[config.mk]
export PLATFORM = sky130hd
export DESIGN_NAME = overvoltage_stall_pi
export DESIGN_NICKNAME = d
export VERILOG_FILES = /design/src/rtl/ovs_pkg.sv /design/src/rtl/ovs_cfg.sv /design/src/rtl/ovs_mul.sv /design/src/rtl/overvoltage_stall_pi.sv
export SDC_FILE = /design/constraint.sdc
export NUM_CORES = 1
export LEC_CHECK = 0
export ABC_AREA = 1
export BUFFER_PORTS_ARGS = -buffer_cell sky130_fd_sc_hd__buf_4
export CORE_MARGIN = 2
export CORE_UTILIZATION = 50
export DETAILED_ROUTE_END_ITERATION = 8
export PLACE_DENSITY = 0.75
export SYNTH_ARGS = -nofsm -noshare
export SYNTH_HDL_FRONTEND = slang
export SYNTH_SLANG_ARGS = --single-unit
export TNS_END_PERCENT = 1
[constraint.sdc]
create_clock -name clk -period 7.07 [get_ports clk]
set_input_delay 0.3535 -clock clk [delete_from_list [all_inputs] [get_ports clk]]
set_output_delay 0.3535 -clock clk [all_outputs]
set_load 0.02 [all_outputs]
[src/rtl/ovs_pkg.sv]
// ----------------------------------------------------------------------------
// ovs_pkg
// Shared widths, register indexes, configuration bundle and controller states
// for the overvoltage stall PI block.
// ----------------------------------------------------------------------------
package ovs_pkg;

	localparam int DATA_W      = 32;
	localparam int UNS_W       = 31;
	localparam int Q_FRAC_BITS = 17;
	localparam int MUL_STEPS   = DATA_W;
	localparam int CNT_W       = $clog2(MUL_STEPS);
	localparam int IDX_W       = 3;
	localparam int SUM_W       = DATA_W + 2;

	localparam logic [IDX_W-1:0] REG_VOLT_THRESHOLD = IDX_W'(0);
	localparam logic [IDX_W-1:0] REG_TS_OVER_TI     = IDX_W'(1);
	localparam logic [IDX_W-1:0] REG_PROP_GAIN      = IDX_W'(2);
	localparam logic [IDX_W-1:0] REG_UPPER_LIMIT    = IDX_W'(3);
	localparam logic [IDX_W-1:0] REG_LOWER_LIMIT    = IDX_W'(4);
	localparam logic [IDX_W-1:0] REG_FREQ_MAX       = IDX_W'(5);

	localparam logic signed [DATA_W-1:0] PROP_GAIN_RESET = DATA_W'(1) <<< Q_FRAC_BITS;

	typedef struct packed {
		logic [UNS_W-1:0]         volt_threshold;
		logic [UNS_W-1:0]         ts_over_ti;
		logic signed [DATA_W-1:0] prop_gain;
		logic signed [DATA_W-1:0] upper_limit;
		logic signed [DATA_W-1:0] lower_limit;
		logic [UNS_W-1:0]         freq_max;
	} cfg_t;

	typedef enum logic [2:0] {
		ST_IDLE,
		ST_CHECK,
		ST_MUL1,
		ST_ADD,
		ST_MUL2,
		ST_CLAMP,
		ST_SUM,
		ST_DONE
	} state_t;

endpackage

[src/rtl/ovs_cfg.sv]
// ----------------------------------------------------------------------------
// ovs_cfg
// Configuration register file; writes to unused indexes are ignored.
// ----------------------------------------------------------------------------
module ovs_cfg (
	input  logic                      clk,
	input  logic                      arst_n,
	input  logic                      cfg_we,
	input  logic [ovs_pkg::IDX_W-1:0] cfg_index,
	input  logic [ovs_pkg::DATA_W-1:0] cfg_data,
	output ovs_pkg::cfg_t             cfg
);
	import ovs_pkg::*;

	cfg_t cfg_q;

	always_ff @(posedge clk or negedge arst_n) begin
		if (!arst_n) begin
			cfg_q.volt_threshold <= '0;
			cfg_q.ts_over_ti     <= '0;
			cfg_q.prop_gain      <= PROP_GAIN_RESET;
			cfg_q.upper_limit    <= '0;
			cfg_q.lower_limit    <= '0;
			cfg_q.freq_max       <= '0;
		end else if (cfg_we) begin
			case (cfg_index)
				REG_VOLT_THRESHOLD: cfg_q.volt_threshold <= cfg_data[UNS_W-1:0];
				REG_TS_OVER_TI:     cfg_q.ts_over_ti     <= cfg_data[UNS_W-1:0];
				REG_PROP_GAIN:      cfg_q.prop_gain      <= $signed(cfg_data);
				REG_UPPER_LIMIT:    cfg_q.upper_limit    <= $signed(cfg_data);
				REG_LOWER_LIMIT:    cfg_q.lower_limit    <= $signed(cfg_data);
				REG_FREQ_MAX:       cfg_q.freq_max       <= cfg_data[UNS_W-1:0];
				default: ;
			endcase
		end
	end

	assign cfg = cfg_q;

endmodule

[src/rtl/ovs_mul.sv]
// ----------------------------------------------------------------------------
// ovs_mul
// Bit-serial signed Q-format multiplier: one multiplier bit per cycle, then
// the product is taken as a floor shift by the fraction bits, wrapped.
// ----------------------------------------------------------------------------
module ovs_mul (
	input  logic                              clk,
	input  logic                              arst_n,
	input  logic                              start,
	input  logic signed [ovs_pkg::DATA_W-1:0] a,
	input  logic signed [ovs_pkg::DATA_W-1:0] b,
	output logic                              done,
	output logic signed [ovs_pkg::DATA_W-1:0] prod
);
	import ovs_pkg::*;

	logic                     busy_q;
	logic                     done_q;
	logic [CNT_W-1:0]         cnt_q;
	logic signed [DATA_W-1:0] a_q;
	logic [DATA_W:0]          hi_q;
	logic [DATA_W-1:0]        lo_q;
	logic                     last;
	logic [DATA_W:0]          a_ext;
	logic [DATA_W:0]          addend;
	logic [DATA_W:0]          sum;
	logic [2*DATA_W-1:0]      full;

	assign last  = (cnt_q == CNT_W'(MUL_STEPS - 1));
	assign a_ext = {a_q[DATA_W-1], a_q};

	// The top multiplier bit carries negative weight.
	always_comb begin
		if (!lo_q[0]) begin
			addend = '0;
		end else if (last) begin
			addend = ~a_ext + (DATA_W+1)'(1);
		end else begin
			addend = a_ext;
		end
		sum = hi_q + addend;
	end

	always_ff @(posedge clk or negedge arst_n) begin
		if (!arst_n) begin
			busy_q <= 1'b0;
			done_q <= 1'b0;
			cnt_q  <= '0;
		end else begin
			done_q <= busy_q && last;
			if (start) begin
				busy_q <= 1'b1;
				cnt_q  <= '0;
			end else if (busy_q) begin
				cnt_q <= cnt_q + CNT_W'(1);
				if (last) begin
					busy_q <= 1'b0;
				end
			end
		end
	end

	always_ff @(posedge clk) begin
		if (start) begin
			a_q  <= a;
			hi_q <= '0;
			lo_q <= b;
		end else if (busy_q) begin
			hi_q <= {sum[DATA_W], sum[DATA_W:1]};
			lo_q <= {sum[0], lo_q[DATA_W-1:1]};
		end
	end

	assign full = {hi_q[DATA_W-1:0], lo_q};
	assign done = done_q;
	assign prod = $signed(full[Q_FRAC_BITS+DATA_W-1:Q_FRAC_BITS]);

endmodule

[src/rtl/overvoltage_stall_pi.sv]
// ----------------------------------------------------------------------------
// overvoltage_stall_pi
// An inhibited or idle item goes from the check state straight to the done
// state; an engaged item first passes the first 32-step bit-serial multiply,
// the add state, the second multiply and the clamp and sum states. One item
// is in work at a time: the next is taken only after the last has left for
// the output register, where a finished result waits while the next is taken.
// Reset clears the accumulator, the engaged flag and the output valid, and
// loads the registers with their defaults (gain 1.0, all others zero).
// ----------------------------------------------------------------------------
module overvoltage_stall_pi (
	input  logic                       clk,
	input  logic                       arst_n,
	input  logic                       cfg_we,
	input  logic [ovs_pkg::IDX_W-1:0]  cfg_index,
	input  logic [ovs_pkg::DATA_W-1:0] cfg_data,
	input  logic                       s_tvalid,
	output logic                       s_tready,
	input  logic [63:0]                s_tdata,  // freq_command, bus_voltage, zero pad
	input  logic                       s_tuser,  // inhibit
	output logic                       m_tvalid,
	input  logic                       m_tready,
	output logic [63:0]                m_tdata,  // freq_out, correction
	output logic                       m_tuser   // stall_active
);
	import ovs_pkg::*;

	cfg_t                     cfg;
	state_t                   state_q;
	state_t                   state_next;
	logic                     in_ready;
	logic                     mul_start;
	logic                     mul_sel;
	logic                     out_load;
	logic                     mul_done;
	logic signed [DATA_W-1:0] mul_prod;
	logic signed [DATA_W-1:0] mul_a;
	logic signed [DATA_W-1:0] mul_b;

	logic signed [DATA_W-1:0] cmd_q;
	logic [UNS_W-1:0]         bus_q;
	logic                     inh_q;
	logic [DATA_W-1:0]        mag_q;
	logic                     active_q;
	logic signed [DATA_W-1:0] acc_q;
	logic signed [DATA_W-1:0] corr_q;
	logic [DATA_W-1:0]        freq_q;

	logic                     m_valid_q;
	logic [DATA_W-1:0]        m_freq_q;
	logic [DATA_W-1:0]        m_corr_q;
	logic                     m_act_q;

	logic                     engaged;
	logic signed [DATA_W-1:0] err;
	logic [DATA_W-1:0]        mag;
	logic signed [DATA_W-1:0] acc_sum;
	logic signed [DATA_W-1:0] clamp_hi;
	logic signed [DATA_W-1:0] clamp_res;
	logic signed [SUM_W-1:0]  sum;
	logic [DATA_W-1:0]        out_mag;
	logic                     release_now;

	ovs_cfg u_cfg (
		.clk       (clk),
		.arst_n    (arst_n),
		.cfg_we    (cfg_we),
		.cfg_index (cfg_index),
		.cfg_data  (cfg_data),
		.cfg       (cfg)
	);

	ovs_mul u_mul (
		.clk    (clk),
		.arst_n (arst_n),
		.start  (mul_start),
		.a      (mul_a),
		.b      (mul_b),
		.done   (mul_done),
		.prod   (mul_prod)
	);

	always_comb begin
		engaged = !inh_q && ((bus_q >= cfg.volt_threshold) || active_q);
		err     = $signed({1'b0, bus_q}) - $signed({1'b0, cfg.volt_threshold});
		mag     = cmd_q[DATA_W-1] ? (~cmd_q + DATA_W'(1)) : cmd_q;
		acc_sum = acc_q + mul_prod;
		mul_a   = mul_sel ? acc_sum : err;
		mul_b   = mul_sel ? cfg.prop_gain : $signed({1'b0, cfg.ts_over_ti});

		clamp_hi  = (cfg.upper_limit <= mul_prod) ? cfg.upper_limit : mul_prod;
		clamp_res = (cfg.lower_limit >= clamp_hi) ? cfg.lower_limit : clamp_hi;

		sum         = $signed({2'b00, mag_q}) + $signed({{2{corr_q[DATA_W-1]}}, corr_q});
		release_now = 1'b0;
		if (sum >= $signed({3'b000, cfg.freq_max})) begin
			out_mag = {1'b0, cfg.freq_max};
		end else if (sum <= $signed({2'b00, mag_q})) begin
			out_mag     = mag_q;
			release_now = 1'b1;
		end else begin
			out_mag = sum[DATA_W-1:0];
		end
	end

	always_comb begin
		state_next = state_q;
		case (state_q)
			ST_IDLE:  if (s_tvalid) state_next = ST_CHECK;
			ST_CHECK: state_next = engaged ? ST_MUL1 : ST_DONE;
			ST_MUL1:  if (mul_done) state_next = ST_ADD;
			ST_ADD:   state_next = ST_MUL2;
			ST_MUL2:  if (mul_done) state_next = ST_CLAMP;
			ST_CLAMP: state_next = ST_SUM;
			ST_SUM:   state_next = ST_DONE;
			ST_DONE:  if (!m_valid_q || m_tready) state_next = ST_IDLE;
			default:  state_next = ST_IDLE;
		endcase
	end

	always_comb begin
		in_ready  = 1'b0;
		mul_start = 1'b0;
		mul_sel   = 1'b0;
		out_load  = 1'b0;
		case (state_q)
			ST_IDLE:  in_ready = 1'b1;
			ST_CHECK: mul_start = engaged;
			ST_ADD: begin
				mul_start = 1'b1;
				mul_sel   = 1'b1;
			end
			ST_DONE:  out_load = !m_valid_q || m_tready;
			default: ;
		endcase
	end

	always_ff @(posedge clk or negedge arst_n) begin
		if (!arst_n) begin
			state_q   <= ST_IDLE;
			active_q  <= 1'b0;
			acc_q     <= '0;
			m_valid_q <= 1'b0;
		end else begin
			state_q <= state_next;
			case (state_q)
				ST_CHECK: begin
					active_q <= engaged;
					if (!engaged) begin
						acc_q <= '0;
					end
				end
				ST_CLAMP: acc_q <= clamp_res;
				ST_SUM:   if (release_now) active_q <= 1'b0;
				default: ;
			endcase
			if (out_load) begin
				m_valid_q <= 1'b1;
			end else if (m_tready) begin
				m_valid_q <= 1'b0;
			end
		end
	end

	always_ff @(posedge clk) begin
		if (in_ready && s_tvalid) begin
			cmd_q <= $signed(s_tdata[DATA_W-1:0]);
			bus_q <= s_tdata[DATA_W+UNS_W-1:DATA_W];
			inh_q <= s_tuser;
		end
		case (state_q)
			ST_CHECK: begin
				mag_q  <= mag;
				corr_q <= '0;
				freq_q <= cmd_q;
			end
			ST_CLAMP: corr_q <= clamp_res;
			ST_SUM:   freq_q <= cmd_q[DATA_W-1] ? (~out_mag + DATA_W'(1)) : out_mag;
			default: ;
		endcase
		if (out_load) begin
			m_freq_q <= freq_q;
			m_corr_q <= corr_q;
			m_act_q  <= active_q;
		end
	end

	assign s_tready = in_ready;
	assign m_tvalid = m_valid_q;
	assign m_tdata  = {m_corr_q, m_freq_q};
	assign m_tuser  = m_act_q;

endmodule

Word level (Yosys, flattened, before mapping). Cells that the tools add are included.

Register bits: 554. Bits of input ports: 105. Output and inout port bits: 67. Word-level logic and storage cells: 120.

Add/subtract/negate cells: 8. Order comparisons: 5. Eq/ne operators: 19. Muxes and demuxes: 37. Bitwise gates (word level): 3. Reductions and logical operators: 22.

Operators by type and width (number): $mux W32 (10); $pmux W32 S2 (3); $mux W33 (2); $not A32 Y32 (2); $add A33 B32 Y34 (1); $ge A34 B32 Y1 (1); $le A34 B33 Y1 (1); $add A33 B1 Y33 const B (1); $add A33 B33 Y33 (1); $not A33 Y33 (1); $add A32 B1 Y32 const B (1); $add A32 B2 Y32 const B (1); $add A32 B32 Y32 (1); $ge A32 B32 Y1 (1); $le A32 B32 Y1 (1); $sub A31 B31 Y32 (1); $ge A31 B31 Y1 (1); $mux W31 (1); $pmux W3 S8 (1); $eq A3 B3 Y1 const B (6); $reduce_and A2 Y1 (8); $mux W3 (5); $eq A3 B2 Y1 const B (4); $mux W1 (11); other kinds (13) (28).

Logic depth before layout (Yosys ltp).
Word-level depth: 8. Mapped depth: 41.

Cells and area by module. A second synthesis with hierarchy kept.

Cell total of the unflattened synthesis: 4533. Area, all modules: 35367.7 um2.

Modules (own cells, without submodules): overvoltage_stall_pi (instances 1, cells an instance 2789, area each 21192.8 um2, seq. area each 7682.4 um2); ovs_cfg (instances 1, cells an instance 828, area each 7355.8 um2, seq. area each 4730.8 um2); ovs_mul (instances 1, cells an instance 916, area each 6819.0 um2, seq. area each 2737.6 um2).

Least setup slack after synthesis. No wires, ideal clock.

Kind: reg2reg. Start: register mag_q[0]. End: register freq_q[16], data pin. Setup time: 264 ps. Arrival time: 4338 ps. Setup slack: 2468 ps. Cell stages (with the launch flop): 36. Path buffers: 1. Cell sequence: edfxtp_1 -> ha_1 -> fa_1 -> nand3_1 -> nand2_1 -> a21oi_1 -> inv_1 -> nand3_1 -> nand3_1 -> a21o_1 -> nand2_1 -> nand2_1 -> xor2_1 -> ha_1 -> nand2_1 -> inv_1 -> nand2_1 -> nor3_1 -> nand3_1 -> nand3b_1 -> nand2_1 -> nand2_4 -> nand2_4 -> buf_6 -> inv_1 -> nand2_1 -> nand3_1 -> nand2_1 -> ha_1 -> nand2_1 -> nor2_2 -> nand3_1 -> nand2_2 -> nand3_1 -> nand3_1 -> o21ai_1.

Word-level cells in the longest chain between the ends: 8. Elaborated cells on any way between the ends: 9. Those cells by class: 2 x add/sub; 2 x order compare; 4 x mux; 1 x bitwise.

Ends and longest elaborated chain: from (decl) (RTL line overvoltage_stall_pi.sv:43) `logic [DATA_W-1:0] mag_q;`; from (signal assigned) (RTL line overvoltage_stall_pi.sv:173) `mag_q <= mag;`; $add A33 B32 Y34 (RTL line overvoltage_stall_pi.sv:94) `sum = $signed({2'b00, mag_q}) + $signed({{2{corr_q[DATA_W-1]}}, corr_q});`; $le A34 B33 Y1 (RTL line overvoltage_stall_pi.sv:98) `end else if (sum <= $signed({2'b00, mag_q})) begin`; $mux W32 (RTL line overvoltage_stall_pi.sv:98); $mux W32 (*) (RTL line overvoltage_stall_pi.sv:96) `if (sum >= $signed({3'b000, cfg.freq_max})) begin`; $not A32 Y32 (RTL line overvoltage_stall_pi.sv:178) `ST_SUM: freq_q <= cmd_q[DATA_W-1] ? (~out_mag + DATA_W'(1)) : out_mag;`; $add A32 B1 Y32 (RTL line overvoltage_stall_pi.sv:178); $mux W32 (*) (RTL line overvoltage_stall_pi.sv:178); $pmux W32 S2 (*) (RTL line overvoltage_stall_pi.sv:171) `case (state_q)`; to (signal assigned) (RTL line overvoltage_stall_pi.sv:175) `freq_q <= cmd_q;`; to (signal assigned) (RTL line overvoltage_stall_pi.sv:178); to (decl) (RTL line overvoltage_stall_pi.sv:47) `logic [DATA_W-1:0] freq_q;`.

Every way passes the cells marked *; elsewhere a longest branch is shown, timed or not. A chain may end at the register's enable or synchronous reset.

Worst setup path after layout.
Start: register u_mul.hi_q[16]. End: register corr_q[27], data pin.

Word-level cells in the longest chain between the ends: 5.

Ends and longest elaborated chain: from (decl) (RTL line ovs_mul.sv:21) `logic [DATA_W:0] hi_q;`; from (signal assigned) (RTL line ovs_mul.sv:69) `hi_q <= {sum[DATA_W], sum[DATA_W:1]};`; $le A32 B32 Y1 (RTL line overvoltage_stall_pi.sv:91) `clamp_hi = (cfg.upper_limit <= mul_prod) ? cfg.upper_limit : mul_prod;`; $mux W32 (*) (RTL line overvoltage_stall_pi.sv:91); $ge A32 B32 Y1 (RTL line overvoltage_stall_pi.sv:92) `clamp_res = (cfg.lower_limit >= clamp_hi) ? cfg.lower_limit : clamp_hi;`; $mux W32 (*) (RTL line overvoltage_stall_pi.sv:92); $pmux W32 S2 (*) (RTL line overvoltage_stall_pi.sv:171); to (signal assigned) (RTL line overvoltage_stall_pi.sv:177) `ST_CLAMP: corr_q <= clamp_res;`; to (decl) (RTL line overvoltage_stall_pi.sv:46) `logic signed [DATA_W-1:0] corr_q;`.

Marked as above.

==> impl_metrics.tcl <==
set metrics [dict create \
    status "finished clean" \
    first_pass_iters 6 \
    worstPathArrival_ns 6.96 \
    first_global_vias 26868 \
    utilization 0.574 \
    met3_wire_length_mm 6.61 \
    top_layer "met4" \
    final_antenna_net_count 0 \
    netlist_area_mm2 0.0337 \
    instances_no_fill 5256 \
    globalRoute.totalOverflow 0 \
    ioPinCount 172 \
    peak_supply_drop_uv 217 \
    cts_tree "yes" \
    largest_reg_flops 189 \
    regToRegEndpoint "corr_q[27]$_DFFE_PP_" \
    detailedPlacementHpwl_mm 69.8 \
    post_drt_wl_per_cell_um 18.2 \
    place_congestion 0.962 \
    fin_setup_tns_ns 0 \
    die_h_um 263 \
    route.detailed.vias_per_inst 5.51 \
    synth.yosys.seq_area_share 0.450 \
    max_cap_violations 0 \
    final_layout_size_suffix_gt1_frac 0.0929 \
    cts_resized 0 \
    power.density_mw_per_mm2 482 \
    largest_register "u_cfg.cfg" \
    grt_use_total 0.273 \
    yosysUniqueCellTypes 67 \
    p_leak_uw 0.0182 \
    synth.ff_latch_count 554 \
    tightestPinTransition_ns 1.22 \
    flow.area_growth_from_synthesis_pct 14.2 \
    clock_tree.root_cell "sky130_fd_sc_hd__clkbuf_16" \
    remaining_drc_errors 0 \
    antenna_found_initial 5 \
    clock_tree.buffer_depth 3 \
    library_cell_contributing_the_largest_single_delay_on_the_critical_path "sky130_fd_sc_hd__nor4_1" \
    cts.repair_timing.setup_buffer_count 0 \
    crit_end_element "flop" \
    fill_cells 6016 \
    synth_top_flop_cell "sky130_fd_sc_hd__edfxtp_1" \
    port-buffer-count 170 \
    routedLengthMet1_mm 42.6 \
    coreArea_mm2 0.0669 \
    min_delay_path_depth 4 \
    number_of_core_rows 95 \
    path_clk_slew_ns 0.06 \
    slew-limit-headroom 0.185 \
    worst_setup_path_start_kind "flop" \
    grt_max_degree 141 \
    insertedDiodeCount 0 \
    number_of_hold_buffers_added_after_cts 65 \
    unrepaired_setup_endpoints_after_global_routing "no" \
    synthCells 4131 \
    finalClockSkew_ns 0.0276 \
    met2_length_mm 44.1 \
    fin_nets 4699 \
    detailedRoute.firstIterationViolations 3052 \
    hold_path.startpoint "m_tready" \
    die-area_mm2 0.0694 \
    min_to "m_tvalid$_DFFE_PN0P_" \
    fmaxAchievable_ghz 0.152 \
    detail_route.wirelength_mm 95.8 \
    cp_max_fo 32 \
    critical_path_class "reg2reg" \
    die_w_um 263 \
    tritoncts.num_buffers 59 \
    count_of_final_hold_check_violations 0 \
    reg2reg_slack_ns 0.49 \
    synthArstFlopShare 0.421 \
    count_of_flip_flops_with_a_built_in_enable_after_synthesis 289 \
    reg2reg_depth 30 \
    worstSkewPairLatency_ns 0.65 \
    cell_count_after_placement 5079 \
    htree_num_levels 2 \
    drv_slew 0 \
    ys.warnings.count 0 \
    route.vias.total 28964 \
    setup_violations 0 \
    mappedNetlistNets 4498 \
    initial_core_util 0.503 \
    cp_common_cell "sky130_fd_sc_hd__nand2_1" \
    syn_area_per_cell_um2 8.15 \
    grt_pass1_wl_mm 149 \
    timing.hold.worst.class "in2reg" \
    timing.final.crit_period_ns 6.58 \
    worst_r2r_startpoint "u_mul.hi_q[16]$_SDFFE_PP0P_" \
    power_uw 18500 \
    worst-endpoint-required_ns 7.45 \
    share_of_the_cycle_needed_by_the_critical_path_after_routing 0.930 \
    crit_path_max_incr_delay_ns 0.61 \
    cts.sinks 554 \
]
worst max path at each step:
stage / from / endpoint / slack, ns
after floorplan: mag_q[0]$_DFFE_PP_ / freq_q[16]$_DFFE_PP_ / 2.47
after global placement: u_mul.hi_q[16]$_SDFFE_PP0P_ / corr_q[3]$_DFFE_PP_ / 0.95
after detailed placement: u_mul.hi_q[16]$_SDFFE_PP0P_ / corr_q[27]$_DFFE_PP_ / 0.91
after CTS: u_mul.hi_q[16]$_SDFFE_PP0P_ / corr_q[27]$_DFFE_PP_ / 0.86
after global routing: u_mul.hi_q[16]$_SDFFE_PP0P_ / corr_q[27]$_DFFE_PP_ / 0.20
final: u_mul.hi_q[16]$_SDFFE_PP0P_ / corr_q[27]$_DFFE_PP_ / 0.49
layout by cell type (no fill, tap or decap), drive strengths merged, types with 32 or more instances in the layout:
master,n
a21oi,327
buf,200
clkbuf,85
dfrtp,232
dfxtp,32
dlygate4sd3,65
edfxtp,289
ha,258
inv,471
nand2,1086
nand3,209
nor2,291
nor3,48
o21ai,431
or2,42
xnor2,33
xor2,69
cell usage after synthesis, types with 7 or more instances:
| master | number | area (um^2) |
|---|---|---|
| sky130_fd_sc_hd__nand2_2 | 17 | 106 |
| sky130_fd_sc_hd__nor2_2 | 8 | 50.1 |
| sky130_fd_sc_hd__a211oi_1 | 7 | 52.6 |
| sky130_fd_sc_hd__o21bai_1 | 12 | 90.1 |
| sky130_fd_sc_hd__and3_1 | 7 | 43.8 |
| sky130_fd_sc_hd__a21o_1 | 10 | 75.1 |
| sky130_fd_sc_hd__clkbuf_1 | 95 | 357 |
| sky130_fd_sc_hd__buf_1 | 7 | 26.3 |
| sky130_fd_sc_hd__xor2_1 | 69 | 604 |
| sky130_fd_sc_hd__a21oi_1 | 325 | 1630 |
| sky130_fd_sc_hd__dfxtp_1 | 32 | 641 |
| sky130_fd_sc_hd__nand3b_1 | 10 | 75.1 |
| sky130_fd_sc_hd__nor3_1 | 47 | 235 |
| sky130_fd_sc_hd__nand2_1 | 1065 | 4000 |
| sky130_fd_sc_hd__o211ai_1 | 11 | 82.6 |
| sky130_fd_sc_hd__inv_1 | 460 | 1730 |
| sky130_fd_sc_hd__o21ai_0 | 393 | 1970 |
| sky130_fd_sc_hd__o21ai_1 | 32 | 160 |
| sky130_fd_sc_hd__ha_1 | 258 | 3230 |
| sky130_fd_sc_hd__nand4_1 | 29 | 181 |
| sky130_fd_sc_hd__nand3_1 | 205 | 1030 |
| sky130_fd_sc_hd__nor2_1 | 282 | 1060 |
| sky130_fd_sc_hd__or2_2 | 41 | 257 |
| sky130_fd_sc_hd__a31oi_1 | 22 | 138 |
| sky130_fd_sc_hd__xnor2_1 | 33 | 289 |
| sky130_fd_sc_hd__edfxtp_1 | 289 | 8680 |
| sky130_fd_sc_hd__o21a_1 | 15 | 113 |
| sky130_fd_sc_hd__dfrtp_1 | 232 | 5810 |
| sky130_fd_sc_hd__buf_2 | 14 | 70.1 |
| sky130_fd_sc_hd__nor4_1 | 12 | 75.1 |
cell type report:
cell class | count | area (um^2) | share of cell area
Multi-Input combinational cell | 2982 | 16300 | 0.424
Clock inverter | 27 | 267 | 0.00693
Clock buffer | 85 | 1710 | 0.0445
Timing Repair Buffer | 265 | 2170 | 0.0565
Inverter | 470 | 1770 | 0.0460
Tap cell | 873 | 1090 | 0.0284
Sequential cell | 554 | 15200 | 0.394
critical path: cells and delay by family (launching register included):
family                   cells  cell delay, ns
AND/OR/NAND/NOR             17            3.64
buffers and inverters        8            1.31
adder cells (fa/ha/maj)      2            0.58
AO/OA/AOI/OAI                3            0.47
flip-flops                   1            0.30
metrics by stage:
step | cell area (um^2) | worst slack, ns | hold slack (ns)
2_1_floorplan | 33700 | 2.47 | 0.0579
3_5_place_dp | 35800 | 0.915 | 0.405
5_1_grt | 38400 | 0.199 | 0.0419
6_report | 38400 | 0.494 | 0.0359
4_1_cts | 38400 | 0.859 | 0.0102
3_3_place_gp | 35800 | 0.945 | 0.403
power breakdown:
| part | internal [uW] | leakage, uW | switching, uW |
|---|---|---|---|
| Clock | 1800 | 0.000973 | 1350 |
| Combinational | 3470 | 0.0113 | 6600 |
| Sequential | 4630 | 0.00594 | 679 |
metal layers:
layer / GRT usage / vias to the layer above
met5: 0 / -
met4: 0.0740 / 0
met3: 0.0364 / 149
met2: 0.442 / 992
met1: 0.386 / 13555
li1: - / 14268
logic make-up (layout without fill, tap and decap cells):
family,count (synthesis),after routing,share of synthesized area
simple gates,1745,1745,0.217
compound gates,870,870,0.139
buf+inv,595,847,0.0684
flops,554,554,0.450
fa+ha+maj,262,262,0.0983
xor+xnor,102,102,0.0265
mux,3,3,0.000929
(Power assumes the default switching activity.)
